[config.mk]
export PLATFORM = sky130hd
export DESIGN_NAME = bdc_ctrl
export DESIGN_NICKNAME = d
export VERILOG_FILES = /design/src/rtl/bdc_pkg.sv /design/src/rtl/bdc_ctrl.sv
export SDC_FILE = /design/constraint.sdc
export NUM_CORES = 1
export LEC_CHECK = 0
export BUFFER_PORTS_ARGS = -buffer_cell sky130_fd_sc_hd__buf_4
export CAP_MARGIN = 20
export CORE_AREA = 4 4 41 43
export DETAILED_ROUTE_END_ITERATION = 8
export DIE_AREA = 0 0 45 47
export GPL_ROUTABILITY_DRIVEN = 1
export GPL_TIMING_DRIVEN = 0
export PLACE_DENSITY = 0.63
export SETUP_SLACK_MARGIN = 0.3
export SKIP_CTS_REPAIR_TIMING = 1
export SLEW_MARGIN = 20
export SYNTH_ARGS = -nofsm -noshare
export SYNTH_HDL_FRONTEND = slang
export SYNTH_SLANG_ARGS = --single-unit
[constraint.sdc]
create_clock -name clk -period 1.6 [get_ports clk]
set_input_delay 0.16 -clock clk [delete_from_list [all_inputs] [get_ports clk]]
set_output_delay 0.16 -clock clk [all_outputs]
set_load 0.01 [all_outputs]
[src/rtl/bdc_pkg.sv]
// Shared types and constants for the bus disk controller.
// No dependencies.
`default_nettype none
package bdc_pkg;

  localparam int SECTOR_BYTES_DEF = 256;
  localparam int BUFFER_COUNT_DEF = 4;
  localparam int UNIT_COUNT       = 8;

  localparam logic [2:0] OP_SELECT = 3'd0;
  localparam logic [2:0] OP_WRITE  = 3'd1;
  localparam logic [2:0] OP_READ   = 3'd2;
  localparam logic [2:0] OP_FILL   = 3'd3;
  localparam logic [2:0] OP_DRAIN  = 3'd4;
  localparam logic [2:0] OP_DONE   = 3'd5;

  localparam logic [2:0] PORT_DATA   = 3'd0;
  localparam logic [2:0] PORT_STATUS = 3'd1;
  localparam logic [2:0] PORT_RST_A  = 3'd2;
  localparam logic [2:0] PORT_RST_B  = 3'd4;

  localparam logic [2:0] PH_HDR0    = 3'd0;
  localparam logic [2:0] PH_HDR3    = 3'd3;
  localparam logic [2:0] PH_RECV    = 3'd4;
  localparam logic [2:0] PH_SEND    = 3'd5;
  localparam logic [2:0] PH_WAIT_RD = 3'd6;
  localparam logic [2:0] PH_WAIT_WR = 3'd7;

  localparam logic [7:0] CMD_READ  = 8'h01;
  localparam logic [7:0] CMD_SEND  = 8'h02;
  localparam logic [7:0] CMD_RECV  = 8'h04;
  localparam logic [7:0] CMD_WRITE = 8'h08;

  localparam logic [7:0] STS_READY = 8'h01;
  localparam logic [7:0] STS_ERROR = 8'h08;
  localparam logic [7:0] STS_IDLE  = 8'h80;

  localparam logic [7:0] RC_NOT_READY = 8'h80;
  localparam logic [7:0] RC_READ_ERR  = 8'h10;
  localparam logic [7:0] RC_WRITE_ERR = 8'h40;
  localparam logic [7:0] BUS_FLOAT    = 8'hFF;

  localparam logic [1:0] REQ_NONE  = 2'd0;
  localparam logic [1:0] REQ_READ  = 2'd1;
  localparam logic [1:0] REQ_WRITE = 2'd2;

  localparam logic [2:0] CFG_SELECT   = 3'd0;
  localparam logic [2:0] CFG_SPC      = 3'd1;
  localparam logic [2:0] CFG_TOTAL    = 3'd2;
  localparam logic [2:0] CFG_IL_FACT  = 3'd3;
  localparam logic [2:0] CFG_IL_MASK  = 3'd4;
  localparam logic [2:0] CFG_UNITS    = 3'd5;

  typedef enum logic [3:0] {
    ST_CLEAR, ST_IDLE, ST_READ, ST_EXEC, ST_HADDR, ST_CHECK,
    ST_CADDR, ST_CONT, ST_WIPE, ST_DONE
  } ctrl_state_t;

  typedef struct packed {
    logic accept;
    logic exec;
    logic addr_load;
    logic check;
    logic cont;
    logic clear_en;
    logic wipe_en;
  } bdc_cmd_t;

  typedef struct packed {
    logic hdr_done;
    logic cont_req;
    logic check_pass;
    logic cmd_read;
    logic clear_last;
    logic wipe_last;
  } bdc_stat_t;

endpackage
`default_nettype wire

[src/rtl/bdc_ctrl.sv]
// Controller state machine: sequences item execution, command continuation,
// buffer wipes and the post-reset memory clear. Depends on bdc_pkg.
`default_nettype none
module bdc_ctrl import bdc_pkg::*; (
  input  wire logic      clk,
  input  wire logic      rst_n,
  input  wire logic      in_valid,
  output logic           in_stall,
  output logic           out_valid,
  input  wire logic      out_stall,
  output bdc_cmd_t       cmd,
  input  wire bdc_stat_t stat
);
  ctrl_state_t state_r, state_nxt;
  logic        ov_r, ov_nxt;

  always_ff @(posedge clk) begin
    if (!rst_n) begin
      state_r <= ST_CLEAR;
      ov_r    <= 1'b0;
    end else begin
      state_r <= state_nxt;
      ov_r    <= ov_nxt;
    end
  end

  always_comb begin
    state_nxt = state_r;
    cmd       = '0;
    in_stall  = 1'b1;
    ov_nxt    = ov_r && out_stall;
    unique case (state_r)
      ST_CLEAR: begin
        cmd.clear_en = 1'b1;
        if (stat.clear_last) state_nxt = ST_IDLE;
      end
      ST_IDLE: begin
        in_stall = ov_r;
        if (in_valid && !ov_r) begin
          cmd.accept = 1'b1;
          state_nxt = ST_READ;
        end
      end
      ST_READ: state_nxt = ST_EXEC;
      ST_EXEC: begin
        cmd.exec = 1'b1;
        if (stat.hdr_done) state_nxt = ST_HADDR;
        else if (stat.cont_req) state_nxt = ST_CADDR;
        else state_nxt = ST_DONE;
      end
      ST_HADDR: begin
        cmd.addr_load = 1'b1;
        state_nxt = ST_CHECK;
      end
      ST_CHECK: begin
        cmd.check = 1'b1;
        state_nxt = stat.check_pass ? ST_CONT : ST_DONE;
      end
      ST_CADDR: begin
        cmd.addr_load = 1'b1;
        state_nxt = ST_CONT;
      end
      ST_CONT: begin
        cmd.cont = 1'b1;
        state_nxt = stat.cmd_read ? ST_WIPE : ST_DONE;
      end
      ST_WIPE: begin
        cmd.wipe_en = 1'b1;
        if (stat.wipe_last) state_nxt = ST_DONE;
      end
      ST_DONE: begin
        ov_nxt = 1'b1;
        state_nxt = ST_IDLE;
      end
      default: state_nxt = ST_IDLE;
    endcase
  end

  assign out_valid = ov_r;
endmodule
`default_nettype wire

==> impl_summary.md, run 1 <==
Outcome
The run finished, with violations left. The final reports fail on setup timing.

Clocking
The clock tree root buffer cell is clkbuf_4. The number of clock sinks is 5. The number of buffers created by CTS is 3. Clock-pin slew was measured on the worst setup and hold paths at 40 ps.

The maximum count of clock buffers along a single path is 2. CTS built an H-tree with a depth of 1. TritonCTS built the clock tree.

At the later pin of the worst-skew pair, clock insertion delay measures between 200 and 250 ps.

Setup path
In this run the worst path has a maximum fanout of 7. In this design, the stage delay of the slowest critical-path cell is between 300 and 400 ps. The source of the critical timing path is state_r[1]. The slowest stage of the critical path belongs to the cell or3_4. The critical path launch point type is a flop. The worst setup path is of the flop to output port kind.

The nature of the critical path endpoint is an output port. The cell family contributing the most delay on the critical path is simple AND/OR/NAND/NOR gates. For the worst setup path, the data arrival time is approximately 1500 ps.

Walking the worst path, the cells encountered are buf_6 > or2_1 > buf_6 > or3_4 > buf_6. The number of buffers and inverters on the critical path is 3. In this design, the critical path's most frequently occurring cell is buf_6.

The worst path required time is 1440 ps. The reg-to-reg critical path startpoint is state_r[1].

STA
The count of final hold-check violations came to 0. The worst-case hold slack is 144 ps. The number of slew-limit violations in the final report is 0. Setup repair after global routing could not meet its margin everywhere. Headroom to the max-slew limit came out at 85.5%. Static timing analysis puts the maximum clock frequency at 0.615 GHz. At the pin with the least slew margin, the transition time is 217 ps. Dividing the final minimum period by the clock period gives 102%. The final worst setup slack is -26.4 ps. The setup-violating endpoint count in the final report is 1. The post-route minimum period is 1630 ps. For the final routed database, the setup TNS stands at -26.4 ps. The worst clock skew on the final layout is 2.19 ps.

Yosys
Summing every instance area after synthesis gives 380 um^2. The most used flip-flop cell after synthesis is dfxtp_1. When the netlist entered floorplanning its net count stood at 62.

The synthesized area per cell is 7.31 um^2. By area the synthesized netlist is led by dfxtp_1 26%, nand2_1 8.9%, nor2b_1 8.2%. The number of instances in the synthesized netlist is 52. The cell type contributing the most total cell area after synthesis is dfxtp_1. In the post-synthesis netlist, the cell with the most instances is nand2_1. The share of synthesized flip-flops with an asynchronous set or reset is 0%. The synthesized design contains 5 register bits. The part of the Yosys area used for sequential elements is about a quarter. The Yosys step of the flow raised 0 warnings. The number of synthesized flops with an enable pin is 0. The number of unique standard cell types used by synthesis is 24.

After synthesis, the most frequently instantiated cells are 9 x nand2_1, 5 x dfxtp_1, 5 x nor2_1, 5 x nor2b_1. After synthesis, the largest area contributor takes up 26.3% of total cell area.

Floorplanning
The vertical extent of the die is roughly 47 um. For this configuration, the core starts out at a cell density of between 20 and 30%. The floorplan step defined a core boundary enclosing 1300 um^2. The die covers 2120 um^2. Pin placement for this block handled 19 I/O pins. The standard-cell row count is 13. The die is 45 um wide.

Detailed routing
The final wirelength is between 1 and 1.5 mm. The total number of vias is 442. The count of antenna-violating nets left after detailed routing is 0. The DRC violation count after routing is 0. The mean routed wirelength per cell is 11.0 um. The count of routing violations after the opening detailed-route iteration is 4. The first TritonRoute pass finished after 4 iterations. The average via count per standard cell is 4.70.

Power
The leakage power total is roughly 0.29 nW. The total power of the final layout is roughly 0.44 mW. The areal power density over the cells is 706 nW/um^2. The peak supply drop is about 0.51 mV.

Final layout
The core occupancy in the finished layout is between 40% and 50%. The net count reported at finish is 90. 0 antenna diodes ended up in the layout. Of the cells placed in the final design, the portion with a size suffix greater than 1 is 48.1%. The area growth from synthesis to layout is 62.8%.

Global routing
The total global-route track usage is 10.5%. The number of antenna violations at the first check in global routing was 0. The number of global-route vias before repair is 410.

Entering global routing, the biggest net connects 11 pins. The global-route wire length before repair is 1.60 mm. The total overflow left after global routing is 0.

Place
The congestion estimate from routability-driven global placement came to 0.790. The estimated wirelength of the detail-placed design is 746 um. The number of buffers added on ports is 18.

The placement-stage worst setup slack is 203 ps.

Min path
In this run the most critical hold path is launched from rst_n. In this run the worst hold path is classified as input pin to flop.

Job
Across the run, the number of max-cap violations was 0.
## sequential cells by signal, indices dropped and copies added (netlist names)
| name | cells |
|---|---|
| out_valid | 1 |
| state_r | 4 |
## cell type report
type / count / area (um^2)
fill: 138 / 682
multi-input combinational: 41 / 255
timing repair buffer: 23 / 176
sequential: 5 / 103
buffer: 4 / 32.5
clock buffer: 4 / 26.3
tap: 15 / 18.8
inverter: 2 / 7.51
## path summary, 6_finish.rpt
check	end	slack, ps	cells past startpoint
worst max-delay path	in_stall	-30	5
worst min-delay path	state_r[3]	140	2
worst max register to register	state_r[0]	330	7
worst min register to register	state_r[1]	620	3
## kinds of logic (layout without fill, tap and decap cells)
logic type | Yosys count | after routing | share of synthesized area, %
AND/OR/NAND/NOR | 31 | 31 | 43.4
AO/OA/AOI/OAI | 9 | 9 | 17.1
buffers and inverters | 6 | 33 | 10.5
flip-flops | 5 | 5 | 26.3
multiplexers | 1 | 1 | 2.63
## per-layer routing
layer  GRT usage (%)  share of wire (%)  up-vias
li1                -                  -      232
met2            17.5                 49       14
met4            7.02               0.87        0
met5               0                  0        -
met1            11.8                 42      194
met3            2.68                7.6        2
## worst reg2reg max path, delay by kind of cell (launching register included)
kind / cells / cell delay [ps]
buffers and inverters: 3 / 380
and+or+nand+nor: 4 / 480
DFF: 1 / 310
## stage by stage
stage               instances  area, um^2
floorplan                  52         380
global placement           85         534
detailed placement         85         534
CTS                        89         561
global route               94         619
finish                     94         619
## report_power, final
group          internal [mW]  leakage, nW  switching (mW)
clock                 0.0943       0.0150          0.0514
combinational         0.0883        0.235          0.0676
sequential             0.132       0.0417         0.00337
total                  0.315        0.292           0.122
## placed cells by master, fill, tap and decap left out
| cell type | Yosys | final |
|---|---|---|
| o21a_1 | 1 | 1 |
| buf_4 | 0 | 22 |
| nor2_2 | 0 | 1 |
| or3_1 | 2 | 1 |
| dfxtp_1 | 5 | 3 |
| nor2b_1 | 5 | 4 |
| nand3b_1 | 1 | 1 |
| nor2_1 | 5 | 4 |
| clkbuf_4 | 0 | 3 |
| clkbuf_1 | 0 | 1 |
| and2_1 | 2 | 2 |
| o2111ai_2 | 1 | 1 |
| o21ai_1 | 1 | 1 |
| a21oi_1 | 2 | 2 |
| buf_2 | 2 | 2 |
| nor3_1 | 1 | 1 |
| a311oi_1 | 1 | 1 |
| buf_6 | 2 | 3 |
| inv_1 | 2 | 2 |
| mux2i_1 | 1 | 1 |
| a22oi_2 | 0 | 1 |
| or2_1 | 1 | 1 |
| nor3b_1 | 2 | 2 |
| o22ai_1 | 1 | 1 |
| and3_1 | 2 | 2 |
| nor3_2 | 1 | 1 |
| o21ai_0 | 1 | 1 |
| nand2_1 | 9 | 9 |
| nor2b_2 | 0 | 1 |
| or3_4 | 0 | 1 |
| dfxtp_2 | 0 | 2 |
Note: power is estimated with default switching activity, not from simulation.
==> run 2, diff against run 1 <==
--- a/config.mk
+++ b/config.mk
@@ -7,13 +7,13 @@
 export LEC_CHECK = 0
 export BUFFER_PORTS_ARGS = -buffer_cell sky130_fd_sc_hd__buf_4
 export CAP_MARGIN = 20
-export CORE_AREA = 4 4 41 43
+export CORE_MARGIN = 4
+export CORE_UTILIZATION = 25
 export DETAILED_ROUTE_END_ITERATION = 8
-export DIE_AREA = 0 0 45 47
 export GPL_ROUTABILITY_DRIVEN = 1
 export GPL_TIMING_DRIVEN = 0
-export PLACE_DENSITY = 0.63
-export SETUP_SLACK_MARGIN = 0.3
+export PLACE_DENSITY = 0.58
+export SETUP_SLACK_MARGIN = 0.1
 export SKIP_CTS_REPAIR_TIMING = 1
 export SLEW_MARGIN = 20
 export SYNTH_ARGS = -nofsm -noshare
==> impl_summary.md, run 2 (synthesized netlist as in run 1, its figures left out) <==
Floorplanning
The standard-cell row count is 13. The vertical extent of the die is 47.0 um. The number of placed I/O pins is 19. The x dimension of the die is 47.0 um. Once the floorplan was initialized, standard cells occupied 27.8% of the core. The floorplan step defined a die boundary enclosing around 2200 um^2. The floorplan step defined a core boundary enclosing 1370 um^2.

STA
In the finished design, the share of the clock period the worst path needs comes to 101%. The count of final hold-check violations is 0. Headroom to the max-slew limit came out at 83.2%. The number of slew-limit violations in the final report is 0. The tightest hold path in the finished design has a slack of 148 ps.

The post-route minimum period is 1610 ps. At the pin with the least slew margin, the transition time is 252 ps. The final worst setup slack is -14.3 ps. The setup-violating endpoint count in the final report is 1. Summed over all failing endpoints, the final setup total negative slack is -14.3 ps. Setup repair after global routing could not meet its margin everywhere. For this run, the top clock speed supported by timing is 0.619 GHz. For the final database, setup skew stands at roughly 6.5 ps.

Detailed routing
Wires add up to 987 um. The mean routed wirelength per cell is 10.6 um. The average via count per standard cell is 4.66.

The count of antenna-violating nets left after detailed routing is 0. For this block, the via count after detailed routing is 433. In the routed design, unresolved DRC markers number 0. The count of TritonRoute iterations in the first routing pass is 4. The count of routing violations after the opening detailed-route iteration is 6.

Setup path
Data arrives at the worst endpoint at 1450 ps. The number of buffers and inverters on the critical path is 3. The kind of cell with the highest combined delay along the critical path is simple AND/OR/NAND/NOR gates. The peak fanout along the critical path is 7.

The most numerous cell type found on the critical path is buf_6. The largest single stage delay on the critical path is 310 ps. STA puts the critical path data required time at 1440 ps. The critical path goes through buf_6 > or2_1 > buf_6 > or3_1 > buf_6. The cell with the largest stage delay on the worst path is or3_1. The nature of the critical path endpoint is an output port.

The worst setup path is of the flop to output port kind. The worst setup path is launched from a flop.

Power
The areal power density over the cells is between 700 and 800 nW/um^2. The peak supply drop is between 0.5 and 0.6 mV. The design draws around 0.43 mW.

The leakage power total is 0.285 nW.

Place
The placement-stage worst setup slack is roughly 220 ps. The number of buffers added on ports is 18. The number of placed cells counting well taps is 85. The estimated wirelength of the detail-placed design is between 700 and 800 um.

The congestion estimate from routability-driven global placement came to 0.705. The area after detailed placement is between 500 and 600 um^2.

Final layout
The count of cells in the finished layout, fillers not included, comes to between 90 and 100. From synthesis to final layout, the design area changed by 58.2%. The finished cells cover 602 um^2. The library cell used most frequently in the layout, excluding fill and tap cells, is buf_4. The top register by number of flip-flops is state_r. In the final layout, the multi-input gates occupy 245 um^2. At the end of the flow, the number of nets in the layout was 89. The number of inserted diodes is 0. The library cells used most frequently in the layout, excluding fill and tap cells, are 21 x buf_4, 9 x nand2_1, 5 x nor2b_1, 5 x nor2_1, 5 x dfxtp_1.

The register with the most flip-flops in the layout has 4 of them. Measured on the finished design, the core utilization comes to 44.0%. The layout has approximately 150 filler cells. The post-route netlist has 41.0% of its cells at a drive strength greater than 1. The sequential standard cell area is roughly 100 um^2.

Job
The number of maximum-capacitance constraint violations is 0.

Global routing
The global-route wire length before repair is 1.40 mm. The total global-route track usage is 9.32%. The number of global-route vias before repair was 328. The largest net degree at the start of global routing is 11. The number of antenna violations at the first check in global routing is 0. After global routing the overflow that remains totals 0.

Clocking
The number of clock sinks is 5. Clock-pin slew was measured on the worst setup and hold paths at 50 ps. TritonCTS built the clock tree. The latest clock arrival within the worst-skew pair is 250 ps.

TritonCTS created 3 clock buffers. The clock tree root buffer cell is clkbuf_4. CTS built an H-tree with a depth of 1. In this run the deepest clock path goes through 2 buffers.

Outcome
The final reports fail on setup timing. The flow ran to the end, but the final reports show violations.

Min path
The min-delay analysis places its worst path in the category input pin to flop.
[run 2: cell type report]
class                   instances  area share [%]
clock buffers                   4            4.37
multi-input cells              41            40.7
flip-flops and latches          5            16.6
inverters                       2            1.25
plain buffers                   4            5.82
repair buffers                 22            28.1
well taps                      15            3.12
[run 2: report_power, final]
group          internal (mW)  total [mW]  switching, mW  leakage [nW]
Sequential             0.132       0.136        0.00445        0.0408
Clock                 0.0944       0.147         0.0527        0.0150
Combinational         0.0828       0.148         0.0653         0.230
Total                  0.309       0.431          0.122         0.285
[run 2: worst paths after layout]
path / slack (ps) / to / start / cells after the start
min reg2reg: 630 / out_valid / out_valid / 3
min: 150 / out_valid / rst_n / 2
max: -10 / in_stall / state_r[1] / 5
max reg2reg: 310 / state_r[0] / state_r[1] / 7
[run 2: routing by layer]
| metal | track usage [%] | wire length, um | up-vias |
|---|---|---|---|
| li1 | - | - | 227 |
| met1 | 11.9 | 445 | 184 |
| met2 | 11.9 | 418 | 20 |
| met3 | 4.60 | 98 | 2 |
| met4 | 6.63 | 25 | 0 |
| met5 | 0 | 0 | - |
